$ cat src/sv/tbsc_pkg.sv
// shared constants, types and helpers for the three band shelf cascade
// no dependencies
package tbsc_pkg;

	localparam int CHANNELS       = 8;
	localparam int SAMPLE_BITS    = 24;
	localparam int COEF_FRAC_BITS = 20;
	localparam int COEF_BITS      = 25;
	localparam int NUM_SLOTS      = 19;
	localparam int SLOT_BITS      = 5;
	localparam int SLOT_POLE      = 15;
	localparam int SLOT_TRIM      = 18;
	localparam int BQ_SLOTS       = 5;
	localparam int ENERGY_BITS    = 40;
	localparam int COUNT_BITS     = 32;
	localparam int STATE_BITS     = 32;
	localparam int ACC_BITS       = 64;
	localparam int OPND_BITS      = COEF_BITS + 1;
	localparam int PROD_BITS      = OPND_BITS + STATE_BITS;
	localparam int ENTRIES        = CHANNELS * 9;
	localparam int ADDR_BITS      = $clog2(ENTRIES);
	localparam int LOCALS         = 9;
	localparam int LOC_BITS       = 4;

	localparam logic signed [OPND_BITS-1:0] ONE_Q    = OPND_BITS'(64'd1 << COEF_FRAC_BITS);
	localparam logic signed [COEF_BITS-1:0] COEF_ONE = COEF_BITS'(64'd1 << COEF_FRAC_BITS);

	typedef enum logic [1:0] {
		CMD_PROCESS = 2'd0,
		CMD_WRITE   = 2'd1,
		CMD_READ    = 2'd2
	} cmd_t;

	typedef enum logic [1:0] {
		KIND_SAMPLE = 2'd0,
		KIND_ACK    = 2'd1,
		KIND_REPORT = 2'd2
	} kind_t;

	typedef enum logic [2:0] {
		ST_IDLE,
		ST_READ,
		ST_MAC,
		ST_DRAIN,
		ST_FIN,
		ST_ENERGY,
		ST_WRITE,
		ST_DONE
	} state_t;

	typedef enum logic [1:0] {
		CM_PLAIN,
		CM_NEG,
		CM_COMP,
		CM_ONE
	} coef_mode_t;

	typedef enum logic [1:0] {
		DS_LOC,
		DS_X,
		DS_CUR,
		DS_W
	} data_src_t;

	typedef struct packed {
		logic                         issue;
		logic                         first;
		logic signed [OPND_BITS-1:0]  coef;
		logic signed [STATE_BITS-1:0] data;
	} mac_ctrl_t;

	typedef struct packed {
		logic                  rd_en;
		logic [ADDR_BITS-1:0]  raddr;
		logic                  wr_en;
		logic [ADDR_BITS-1:0]  waddr;
		logic [STATE_BITS-1:0] wdata;
	} ram_ctrl_t;

	typedef struct packed {
		kind_t                         kind;
		logic signed [SAMPLE_BITS-1:0] sample_out;
		logic [ENERGY_BITS-1:0]        low_energy;
		logic [ENERGY_BITS-1:0]        mid_energy;
		logic [ENERGY_BITS-1:0]        air_energy;
		logic [COUNT_BITS-1:0]         sample_total;
	} result_t;

	// trackers sit above the delay lines: delays ch*6+i, trackers CHANNELS*6+ch*3+b
	function automatic logic [ADDR_BITS-1:0] entry_addr(input logic [2:0] ch,
			input logic [LOC_BITS-1:0] r);
		int a;
		if (r < LOC_BITS'(3)) begin
			a = CHANNELS * 6 + int'(ch) * 3 + int'(r);
		end else begin
			a = int'(ch) * 6 + int'(r) - 3;
		end
		return ADDR_BITS'(a);
	endfunction

endpackage

$ cat src/sv/tbsc_state_ram.sv
// tracker and delay-line memory, one write and one registered read port
// unwritten entries read as zero via per-entry valid bits; depends on tbsc_pkg
module tbsc_state_ram (
	input  logic                                  clk,
	input  logic                                  arst_n,
	input  tbsc_pkg::ram_ctrl_t                   ctrl,
	output logic signed [tbsc_pkg::STATE_BITS-1:0] rdata
);
	import tbsc_pkg::*;

	logic [STATE_BITS-1:0] mem [ENTRIES];
	logic [ENTRIES-1:0]    vld_q;
	logic [STATE_BITS-1:0] data_s1;
	logic                  vld_s1;

	always_ff @(posedge clk) begin
		if (ctrl.wr_en) begin
			mem[ctrl.waddr] <= ctrl.wdata;
		end
		if (ctrl.rd_en) begin
			data_s1 <= mem[ctrl.raddr];
		end
	end

	always_ff @(posedge clk or negedge arst_n) begin
		if (!arst_n) begin
			vld_q  <= '0;
			vld_s1 <= 1'b0;
		end else begin
			if (ctrl.wr_en) begin
				vld_q[ctrl.waddr] <= 1'b1;
			end
			if (ctrl.rd_en) begin
				vld_s1 <= vld_q[ctrl.raddr];
			end
		end
	end

	assign rdata = vld_s1 ? signed'(data_s1) : '0;
endmodule

$ cat config.mk
export PLATFORM = sky130hd
export DESIGN_NAME = tbsc_state_ram
export DESIGN_NICKNAME = d
export VERILOG_FILES = /design/src/sv/tbsc_pkg.sv /design/src/sv/tbsc_state_ram.sv
export SDC_FILE = /design/constraint.sdc
export NUM_CORES = 2
export LEC_CHECK = 0
export ABC_CLOCK_PERIOD_IN_PS = 2200
export BUFFER_PORTS_ARGS = -buffer_cell sky130_fd_sc_hd__buf_2
export CORE_MARGIN = 2
export CORE_UTILIZATION = 45
export CTS_BUF_LIST = sky130_fd_sc_hd__clkbuf_8
export DETAILED_ROUTE_END_ITERATION = 12
export GPL_TIMING_DRIVEN = 0
export SLEW_MARGIN = 20
export SYNTH_ARGS = -nofsm -noshare
export SYNTH_HDL_FRONTEND = slang
export SYNTH_SLANG_ARGS = --single-unit
export TNS_END_PERCENT = 1
$ cat constraint.sdc
create_clock -name clk -period 2.2 [get_ports clk]
set_clock_uncertainty 0.05 [all_clocks]
set_input_delay 0.11 -clock clk [delete_from_list [all_inputs] [get_ports clk]]
set_output_delay 0.11 -clock clk [all_outputs]
set_load 0.1 [all_outputs]
* Word-level counts from Yosys, hierarchy flattened
Memory sizes are Yosys's and may differ from the RTL's. A register that Yosys moved wholly into a read port is not among the register bits. Cells that the tools add are included.
Word-level totals: output and inout port bits 32, memories kept 1, memory bits (writable) 2304, bits of input ports 50, bits in registers 73
Cells by class: mux-type cells 7, magnitude comparators 3, bitwise gates (word level) 1, reduce and logical (&&, ||, !) cells 1
Memories:
- mem | words 72, width 32, read ports 1, clocked after Yosys merged registers in 1, wr ports 1, RTL line tbsc_state_ram.sv:11 | logic [STATE_BITS-1:0] mem [ENTRIES];
Operators by type and width (count):
- OR 72 bit | 1
- two-way mux 32 bit | 1
- less-than comparator 7 x 8 -> 1 bit, second input constant | 2
- binary-select mux 1 bit (select 7 bit) | 1
- demux 1 bit (select 7 bit) | 1
- >= comparator 7 x 1 -> 1 bit, second input constant | 1
- two-way mux 1 bit | 4
- logical AND 1 bit | 1

* Depth between registers and ports, before layout
word-level depth 5, mapped depth 11

* Worst setup path before layout
OpenSTA, ideal clock, no wires.
path type input -> register, start in ctrl[37] in the netlist's numbering, end mem mem[24][0] (enable), path buffers 0, arrival time 2.847 ns, setup slack -1.160 ns, data required time 1.688 ns, cell stages on the path 4, cell sequence nor2_1 and3_1 nand3b_1 nor3_1
RTL lines:
- start: declaration | RTL line tbsc_state_ram.sv:6 | input tbsc_pkg::ram_ctrl_t ctrl,
- end: declaration | RTL line tbsc_state_ram.sv:11
Straight into the memory's write port.

==> flow_summary.yaml <==
setup_path:
  criticalPathCategory: "reg -> reg"
  rrSetupSlack_ps: -290
  timing.rr.end: "data_s1[27]$_DFFE_PP_"
  crit_required_ps: 2930
  r2r.worst_path.cells: 4
  startpoint_type: "flop"
  worst-path-max-fanout: 1
  critPathCaptureType: "flop"
  reg2reg_from: "mem[58][27]$_DFFE_PP_"
  cp.arrival_ps: 3220
power_and_ir_drop:
  irDropWorstVdd_mv: 0.635
  powerDensity_mw_per_mm2: 855
  p_leak_nw: 35.9
clock_network:
  cts_root_buffer: "clkbuf_8"
  htreeDepth: 5
  cts_max_path_buffers: 4
  worst_skew_pair.late_latency_ps: 1100
  clock-sinks: 2409
  clkSlewWorstSetupHoldPaths_ps: 60
  cts_tree: "done"
  cts_buffers: 399
yosys:
  synth_cells: 4051
  synth-simple-area-share: 0.0205
  synth_xor_area_frac: 0
  synth_top_family_by_area: "multiplexers"
  ys_ff_latch: 2409
  synth_nets: 4101
  yosysSeqAreaShare: 0.779
  synth.distinct_cells: 51
  synthMuxAreaShare: 0.169
  synth_ff_type: "edfxtp_1"
  synth_compound_area_frac: 0.0178
  synthAdderAreaFrac: 0
  synth_edf_count: 2336
  synth_area_per_cell_um2: 22.8
  yosysWarnings: 0
  synth_area_mm2: 0.0924
  async_reset_ff_frac: 0.0303
layout:
  fill_cells: 15500
  final_area_mm2: 0.110
  final_common_cell: "edfxtp_1"
  final_cell_mix: "2336 x edfxtp_1, 595 x mux4_2, 415 x clkbuf_8, 191 x mux2i_1, 135 x inv_1"
  area_delta_synth_final_pct: 18.7
  layout.nets: 4797
  drive_above_1_share: 0.351
detailed_routing:
  vias: 49500
  viasPerCell: 6.41
  drc: 0
  drt-initial-drc-count: 7816
  firstDrtPassIters: 5
  postRouteAntennaNets: 0
  totalWireLength_um: 307000
  wl_per_cell_um: 39.7
placed_design:
  placed_cell_area_mm2: 0.101
  hpwl_um: 206000
  place.port_buffers: 76
  gp_congestion: 0.899
grt:
  grt_use_met1: 0.399
  globalRouteMet2Util: 0.445
  overflow: 0
  grt_max_degree: 73
  grtUsageMet3: 0.0746
  grt_pass1_vias: 48500
  top_usage_layer: "met2"
  grt_pass1_wl_um: 411000
  antenna_found_initial: 19
  grt_use_total: 0.293
timing:
  layout_setup_ws_ps: -288
  setup_viol: 52
  rsz0062_at_grt: "true"
  finalCritPeriodShare: 1.13
  slew_viol_final: 0
  hold_violations: 0
  max_freq_mhz: 402
  relSlewSlack: 0.122
  tns_ps: -8260
  min_period_ps: 2490
  worst_pin_slew_ps: 1320
floorplanning:
  start_util: 0.452
  die_area_mm2: 0.209
  coreArea_mm2: 0.204
  rows: 166
  die_y_um: 457
  dieWidth_um: 457
  io_pins: 82
min_path:
  hp-start: "ctrl[46]"
  whs_path_depth: 3
  holdCritPathClass: "in -> reg"
  holdPathEnd: "data_s1[11]$_DFFE_PP_"
flow_run:
  maxCapViolations: 0
status:
  status: "complete, but fails checks"
  violations: "setup timing"
==> critical path, cell delays in order, from the launching register on <==
cell and delay (ps):
edfxtp_1 370, mux4_2 510, mux4_2 560, mux2i_4 510, o221ai_4 190
==> logic make-up after synthesis <==
family | count (synthesis)
AOI/OAI and AO/OA | 227
buffers and inverters | 213
DFF | 2409
muxes | 812
and+or+nand+nor | 390
==> repair_timing <==
action | CTS | global route
buffers inserted | 2 | 0
hold buffers | 45 | 1
resized for setup | 296 | 57
pin swaps | 14 | 7
endpoints found under the hold margin | 2517 | 2
gates cloned | 0 | 0
setup endpoints to repair | 65 | 65
==> stage by stage <==
step                      setup WS [ps]  total power, mW  hold slack, ps  cells   util
after floorplan                    -498             54.9            -236   4051      -
after global placement            -4010             57.6             395   6815  0.471
after detailed placement          -2440             57.8           -42.5   6987  0.493
after CTS                          -242             93.9            -265   7723  0.535
after global routing               -346             96.3           -41.8   7730  0.537
final                              -288             93.8            18.8   7733  0.537
==> per-layer routing <==
| layer | part of all wire | up-vias |
|---|---|---|
| met2 | 0.46 | 3580 |
| li1 | - | 18600 |
| met3 | 0.12 | 692 |
| met1 | 0.37 | 26600 |
| met4 | 0.051 | 2 |
| met5 | 0.000059 | - |
==> cell usage after synthesis (10+ instances only) <==
master,instances,area [µm²]
o211ai_1,11,82.6
buf_4,50,375
or2_2,73,457
dfrtp_1,73,1830
buf_6,22,248
and2_1,38,238
nand2_1,122,458
o221ai_1,14,123
mux2i_1,210,2100
a221oi_1,21,184
a22o_1,12,105
o22ai_1,11,68.8
clkbuf_1,49,184
edfxtp_1,2336,70100
mux4_2,593,13400
a32oi_1,17,149
buf_1,19,71.3
nand3_1,22,110
a21oi_1,33,165
o21ai_1,13,65.1
a22oi_1,51,383
nor2_1,94,353
buf_2,65,325
nor2b_1,18,113
a31oi_1,10,62.6
==> flip-flops by register name, indices dropped and copies added (netlist names) <==
| name | count |
|---|---|
| vld_s1 | 1 |
| mem | 2304 |
| vld_q | 72 |
| data_s1 | 32 |
==> area by class of cell <==
cell class                 count  area, µm²  share of cell area
buffer                       208       1440              0.0131
inverter                       4       18.8            0.000171
multi-input combinational   1429      20600               0.187
antenna                        9       22.5            0.000205
timing repair buffer         296       5240              0.0477
tap                         2688       3360              0.0307
clock inverter               275       1390              0.0127
clock buffer                 415       5710              0.0521
sequential                  2409      72000               0.656
==> worst max path at each step <==
stage,from,endpoint,slack (ps)
2_1_floorplan,ctrl[34],mem[61][0]$_DFFE_PP_,-500
3_3_place_gp,ctrl[37],vld_q[28]$_DFFE_PN0P_,-4010
3_5_place_dp,ctrl[44],data_s1[20]$_DFFE_PP_,-2440
4_1_cts,vld_s1$_DFFE_PN0P_,rdata[12],-240
5_1_grt,mem[50][28]$_DFFE_PP_,data_s1[28]$_DFFE_PP_,-350
6_report,mem[58][27]$_DFFE_PP_,data_s1[27]$_DFFE_PP_,-290
==> report_power, final <==
| group | switching, mW | total [mW] | internal [mW] |
|---|---|---|---|
| combinational | 4.31 | 6.63 | 2.32 |
| clock | 17.8 | 36.3 | 18.5 |
| sequential | 0.144 | 50.9 | 50.8 |
No activity file was read; power rests on OpenSTA's default activity.
