$ cat config.mk
export PLATFORM = sky130hd
export DESIGN_NAME = tbsc_mac
export DESIGN_NICKNAME = d
export VERILOG_FILES = /design/src/sv/tbsc_pkg.sv /design/src/sv/tbsc_mac.sv
export SDC_FILE = /design/constraint.sdc
export NUM_CORES = 2
export LEC_CHECK = 0
export BUFFER_PORTS_ARGS = -buffer_cell sky130_fd_sc_hd__buf_2
export CAP_MARGIN = 20
export CORE_ASPECT_RATIO = 0.6
export CORE_MARGIN = 3
export CORE_UTILIZATION = 35
export CTS_CLUSTER_DIAMETER = 30
export DETAILED_ROUTE_END_ITERATION = 7
export PLACE_DENSITY = 0.52
export SYNTH_ARGS = -nofsm -noshare
export SYNTH_HDL_FRONTEND = slang
export SYNTH_SLANG_ARGS = --single-unit
$ cat constraint.sdc
create_clock -name clk -period 6.2 [get_ports clk]
set_clock_uncertainty 0.2 [all_clocks]
set_input_delay 0.93 -clock clk [delete_from_list [all_inputs] [get_ports clk]]
set_output_delay 0.93 -clock clk [all_outputs]
set_load 0.02 [all_outputs]
$ cat src/sv/tbsc_pkg.sv
// shared constants, types and helpers for the three band shelf cascade
// no dependencies
package tbsc_pkg;

	localparam int CHANNELS       = 8;
	localparam int SAMPLE_BITS    = 24;
	localparam int COEF_FRAC_BITS = 20;
	localparam int COEF_BITS      = 25;
	localparam int NUM_SLOTS      = 19;
	localparam int SLOT_BITS      = 5;
	localparam int SLOT_POLE      = 15;
	localparam int SLOT_TRIM      = 18;
	localparam int BQ_SLOTS       = 5;
	localparam int ENERGY_BITS    = 40;
	localparam int COUNT_BITS     = 32;
	localparam int STATE_BITS     = 32;
	localparam int ACC_BITS       = 64;
	localparam int OPND_BITS      = COEF_BITS + 1;
	localparam int PROD_BITS      = OPND_BITS + STATE_BITS;
	localparam int ENTRIES        = CHANNELS * 9;
	localparam int ADDR_BITS      = $clog2(ENTRIES);
	localparam int LOCALS         = 9;
	localparam int LOC_BITS       = 4;

	localparam logic signed [OPND_BITS-1:0] ONE_Q    = OPND_BITS'(64'd1 << COEF_FRAC_BITS);
	localparam logic signed [COEF_BITS-1:0] COEF_ONE = COEF_BITS'(64'd1 << COEF_FRAC_BITS);

	typedef enum logic [1:0] {
		CMD_PROCESS = 2'd0,
		CMD_WRITE   = 2'd1,
		CMD_READ    = 2'd2
	} cmd_t;

	typedef enum logic [1:0] {
		KIND_SAMPLE = 2'd0,
		KIND_ACK    = 2'd1,
		KIND_REPORT = 2'd2
	} kind_t;

	typedef enum logic [2:0] {
		ST_IDLE,
		ST_READ,
		ST_MAC,
		ST_DRAIN,
		ST_FIN,
		ST_ENERGY,
		ST_WRITE,
		ST_DONE
	} state_t;

	typedef enum logic [1:0] {
		CM_PLAIN,
		CM_NEG,
		CM_COMP,
		CM_ONE
	} coef_mode_t;

	typedef enum logic [1:0] {
		DS_LOC,
		DS_X,
		DS_CUR,
		DS_W
	} data_src_t;

	typedef struct packed {
		logic                         issue;
		logic                         first;
		logic signed [OPND_BITS-1:0]  coef;
		logic signed [STATE_BITS-1:0] data;
	} mac_ctrl_t;

	typedef struct packed {
		logic                  rd_en;
		logic [ADDR_BITS-1:0]  raddr;
		logic                  wr_en;
		logic [ADDR_BITS-1:0]  waddr;
		logic [STATE_BITS-1:0] wdata;
	} ram_ctrl_t;

	typedef struct packed {
		kind_t                         kind;
		logic signed [SAMPLE_BITS-1:0] sample_out;
		logic [ENERGY_BITS-1:0]        low_energy;
		logic [ENERGY_BITS-1:0]        mid_energy;
		logic [ENERGY_BITS-1:0]        air_energy;
		logic [COUNT_BITS-1:0]         sample_total;
	} result_t;

	// trackers sit above the delay lines: delays ch*6+i, trackers CHANNELS*6+ch*3+b
	function automatic logic [ADDR_BITS-1:0] entry_addr(input logic [2:0] ch,
			input logic [LOC_BITS-1:0] r);
		int a;
		if (r < LOC_BITS'(3)) begin
			a = CHANNELS * 6 + int'(ch) * 3 + int'(r);
		end else begin
			a = int'(ch) * 6 + int'(r) - 3;
		end
		return ADDR_BITS'(a);
	endfunction

endpackage

$ cat src/sv/tbsc_mac.sv
// shared multiply-accumulate unit with rounding and saturation
// depends on tbsc_pkg
module tbsc_mac (
	input  logic                                   clk,
	input  logic                                   arst_n,
	input  tbsc_pkg::mac_ctrl_t                    ctrl,
	output logic signed [tbsc_pkg::STATE_BITS-1:0]  res_state,
	output logic signed [tbsc_pkg::SAMPLE_BITS-1:0] res_sample
);
	import tbsc_pkg::*;

	localparam logic signed [ACC_BITS-1:0] HALF   = ACC_BITS'(64'd1 << (COEF_FRAC_BITS - 1));
	localparam logic signed [ACC_BITS-1:0] ST_MAX = ACC_BITS'((64'd1 << (STATE_BITS - 1)) - 1);
	localparam logic signed [ACC_BITS-1:0] ST_MIN = -ST_MAX - ACC_BITS'(1);
	localparam logic signed [ACC_BITS-1:0] SM_MAX = ACC_BITS'((64'd1 << (SAMPLE_BITS - 1)) - 1);
	localparam logic signed [ACC_BITS-1:0] SM_MIN = -SM_MAX - ACC_BITS'(1);

	logic signed [PROD_BITS-1:0] prod_s1;
	logic                        vld_s1;
	logic                        first_s1;
	logic signed [ACC_BITS-1:0]  acc_q;
	logic signed [ACC_BITS-1:0]  rnd;

	always_ff @(posedge clk or negedge arst_n) begin
		if (!arst_n) begin
			vld_s1   <= 1'b0;
			first_s1 <= 1'b0;
		end else begin
			vld_s1   <= ctrl.issue;
			first_s1 <= ctrl.first;
		end
	end

	always_ff @(posedge clk) begin
		prod_s1 <= PROD_BITS'(ctrl.coef) * PROD_BITS'(ctrl.data);
		if (vld_s1) begin
			acc_q <= first_s1 ? ACC_BITS'(prod_s1) : acc_q + ACC_BITS'(prod_s1);
		end
	end

	// round half up, back to sample lsb units
	assign rnd = (acc_q + HALF) >>> COEF_FRAC_BITS;

	always_comb begin
		if (rnd > ST_MAX) begin
			res_state = STATE_BITS'(ST_MAX);
		end else if (rnd < ST_MIN) begin
			res_state = STATE_BITS'(ST_MIN);
		end else begin
			res_state = STATE_BITS'(rnd);
		end
		if (rnd > SM_MAX) begin
			res_sample = SAMPLE_BITS'(SM_MAX);
		end else if (rnd < SM_MIN) begin
			res_sample = SAMPLE_BITS'(SM_MIN);
		end else begin
			res_sample = SAMPLE_BITS'(rnd);
		end
	end
endmodule

# ---- Word level (Yosys, flattened, before mapping)
# Index checks and enable logic that the tools add are counted.
dict set report totals {
  ff_bits 124
  in_bits 62
  output_inout_bits 56
  word_cells 16
}
dict set report op_classes {
  n_addsub 2
  mul 1
  magnitude_cmp 4
  n_mux 5
}
# cell count
set op_table {}
lappend op_table {{adder 64 x 21 -> 64 bit, second input constant} 1}
lappend op_table {{adder 64 x 58 -> 64 bit} 1}
lappend op_table {{2-to-1 mux 32 bit} 2}
lappend op_table {{2-to-1 mux 64 bit} 1}
lappend op_table {{multiplier 26 x 32 -> 58 bit} 1}
lappend op_table {{2-to-1 mux 24 bit} 2}
lappend op_table {{> comparator 44 x 24 -> 1 bit, second input constant} 1}
lappend op_table {{> comparator 44 x 32 -> 1 bit, second input constant} 1}
lappend op_table {{less-than comparator 44 x 24 -> 1 bit, second input constant} 1}
lappend op_table {{less-than comparator 44 x 32 -> 1 bit, second input constant} 1}

# ---- Depth between registers and ports, before layout
dict set report logic_depth {
  word_depth 4
  mapped_depth 27
}

# ---- Least setup slack after synthesis
# No wires, ideal clock.
dict set report synth_path {
  path_type {input to register}
  start {input ctrl[57] (netlist name)}
  end {register prod_s1[52]}
  arrival_ns 7.631
  required_time_ns 5.881
  setup_slack_ns -1.750
  stages 24
  cell_sequence {inv_1 clkbuf_1 clkbuf_1 nor2_1 fa_1 fa_1 fa_1 fa_1 fa_1 fa_1 inv_1 fa_1 inv_1 ha_1 clkbuf_1 nand3_1 nor4_1 nand2_1 o31ai_1 o21ai_0 a2111oi_0 or2_2 a21oi_1 xnor2_1}
}
dict set report synth_via {
  elab_chain_len 1
}
# element line
set synth_lines {}
lappend synth_lines {{start: declaration} tbsc_mac.sv:6} ;# input tbsc_pkg::mac_ctrl_t ctrl,
lappend synth_lines {{multiplier 26 x 32 -> 58 bit} tbsc_mac.sv:35} ;# prod_s1 <= PROD_BITS'(ctrl.coef) * PROD_BITS'(ctrl.data);
lappend synth_lines {{end signal: assignment} tbsc_mac.sv:35}
lappend synth_lines {{end: declaration} tbsc_mac.sv:18} ;# logic signed [PROD_BITS-1:0] prod_s1;
# No other way between the ends.
# A chain may end at the register's enable or synchronous reset.

# ---- Final worst setup path
dict set report layout_path {
  start {input ctrl[41] (netlist name)}
  end {register prod_s1[51]}
}
# The elaborated chain is that of the path after synthesis.

==> reports/results.tsv <==
stage	metric	value	unit
hold_path	holdCritPathClass	in -> async	
clock_tree	cts_root_buffer	clkbuf_16	
finish	area_growth_syn_to_layout	22.20	%
global_routing	grt_overflow	0	
logic_synthesis	synth_area	38620	um^2
route	ant_nets	0	
floorplan	core	108300	um^2
logic_synthesis	synth_seq_cells	124	
sta	min_period	7.308	ns
finish	nNetsFinal	5908	
clock_tree	clock-sinks	124	
finish	final_cell_mix	inv_1 (864), fa_1 (807), nand2_1 (572)	
sta	fmax	0.1368	GHz
critical_path	critPathLaunchType	input port	
floorplan	ios	118	
placed_design	io_buffers	117	
global_routing	grt_pass1_wl	189800	um
outcome	outcome	finished, violations left	
logic_synthesis	seq_area_frac_synth	8.113	%
logic_synthesis	synthDistinctLibCells	78	
logic_synthesis	syn_inst	4343	
logic_synthesis	syn_nets	5482	
logic_synthesis	synth_edf_count	64	
clock_tree	htreeDepth	4	
logic_synthesis	async_flop_share	1.613	%
critical_path	crit_fanout	5	
critical_path	timing.rr.start	acc_q[18]	
route	drt_iter0_drc	2163	
floorplan	dieArea	114500	um^2
global_routing	grtUsageTotal	20.97	%
placed_design	dp_hpwl	99470	um
floorplan	rows	93	
critical_path	crit_slowest_cell	fa_1	
route	routed-via-count	30465	
finish	mostFrequentLayoutCell	inv_1	
critical_path	end_kind	flop	
route	wl_per_cell	18.68	um
critical_path	reg2reg_to	acc_q[59]	
critical_path	path_class	in -> reg	
route	drt-total-wl	116700	um
finish	fill_cells	10624	
logic_synthesis	yosysWarnings	0	
sta	slew_headroom	35.19	%
critical_path	slowest_delay	0.55	ns
sta	tightestPinTransition	0.9721	ns
placed_design	gp_congestion	0.9191	
clock_tree	clk_pin_slew_worst_paths	0.05	ns
logic_synthesis	ys.flop_type	edfxtp_1	
global_routing	grt_antenna_before_repair	4	
critical_path	arrival	7.47	ns
route	firstDrtPassIters	5	
sta	rsz0062_at_grt	true	
route	viasPerCell	4.875	
route	drc	0	
clock_tree	cts_buffer_depth	3	
critical_path	crit_top_cell	fa_1	
placed_design	pre_cts_ws	-2.091	ns
clock_tree	ctsHoldBuffers	0	
floorplan	die-height	263.3	um
critical_path	reg2reg_depth	10	
sta	hold_violations	0	
floorplan	die_w	434.8	um
finish	drive_gt1_share	20.50	%
sta	fin_ws	-1.108	ns
critical_path	ff2ff_setup_slack	1.68	ns
critical_path	worstPathRequired	6.37	ns
global_routing	grt_max_degree	72	
clock_tree	cts_buffers	25	
sta	fin_crit_sh	117.9	%
global_routing	grt_pass1_vias	32482	
sta	drv_slew	0	
sta	finalSetupViolCount	41	
clock_tree	clock_latency	0.49	ns
logic_synthesis	syn_avg_cell_area	8.892	um^2
clock_tree	cts_tree	built	
floorplan	start_util	35.65	%
outcome	violations	negative setup slack	
job	cap_violations	0	
==> critical path: cells and delay by family <==
family,cells,cell delay [ns]
compound gates,7,1.54
fa+ha+maj,8,3.45
simple gates,2,0.32
buf+inv,12,1.21
==> through the flow <==
stage	hold WS (ns)	utilization, %	instance area (um^2)	TNS, ns	std cells
2_1_floorplan	0.3008	-	39950	-18.48	4343
3_3_place_gp	0.3303	41.11	44540	-61.57	6148
3_5_place_dp	0.3377	41.11	44540	-61.48	6148
4_1_cts	0.009943	43.02	46610	-26.56	6233
5_1_grt	0.01368	43.56	47190	-35.96	6249
6_report	0.03144	43.56	47190	-28.45	6249
==> cell type report <==
type / count / area (um^2) / share of cell area, %
Timing Repair Buffer: 605 / 5396 / 11.43
Multi-Input combinational cell: 3093 / 32680 / 69.25
Tap cell: 1472 / 1842 / 3.903
Antenna cell: 2 / 5.005 / 0.01061
Inverter: 920 / 3461 / 7.333
Clock buffer: 29 / 650.6 / 1.379
Clock inverter: 4 / 17.52 / 0.03712
Sequential cell: 124 / 3138 / 6.649
==> what timing repair did <==
action,CTS,global route
gates cloned,4,0
gates resized for setup,234,136
pin swaps,112,100
endpoints found under the setup margin,43,43
buffers inserted,48,22
==> synthesized netlist by cell type (57+ instances only) <==
master	count	area, um^2
a21o_1	57	427.9
a21oi_1	138	690.7
and2_1	364	2277
clkbuf_1	198	743.2
dfxtp_1	58	1161
edfxtp_1	64	1922
fa_1	855	17120
ha_1	222	2778
inv_1	920	3453
nand2_1	606	2275
nor2_1	103	386.6
o21ai_0	168	840.8
xnor2_1	87	762.0
xor2_1	71	621.9
==> how the worst max path moves through the flow <==
stage,startpoint,endpoint,slack (ns),cells past startpoint
CTS,ctrl[38],prod_s1[51],-1.05,26
global placement,ctrl[19],prod_s1[50],-2.06,24
floorplan,ctrl[48],prod_s1[52],-0.96,24
global route,ctrl[39],prod_s1[51],-1.28,29
detailed placement,ctrl[19],prod_s1[50],-2.09,24
finish,ctrl[41],prod_s1[51],-1.11,29
==> sequential cells by signal (all words and copies together) (netlist names) <==
| name | count |
|---|---|
| first_s1 | 1 |
| acc_q | 64 |
| prod_s1 | 58 |
| vld_s1 | 1 |
==> logic make-up after synthesis <==
group,after synthesis,share of synthesized area (%)
fa+ha+maj,1077,51.51
flops,124,8.113
simple gates,1297,16.51
buf+inv,1126,10.99
mux,9,0.2560
compound gates,552,9.030
xor+xnor,158,3.583
==> routing by layer <==
| metal | wire [um] | up-vias | track usage [%] |
|---|---|---|---|
| li1 | - | 14126 | - |
| met1 | 61150 | 15413 | 33.51 |
| met2 | 44430 | 865 | 28.11 |
| met3 | 9959 | 61 | 6.117 |
| met4 | 1195 | 0 | 2.381 |
| met5 | 0 | - | 0 |
Power is left out: the tool's default activity adds up to more than one toggle a clock period on the data nets, which glitch-free logic cannot reach.
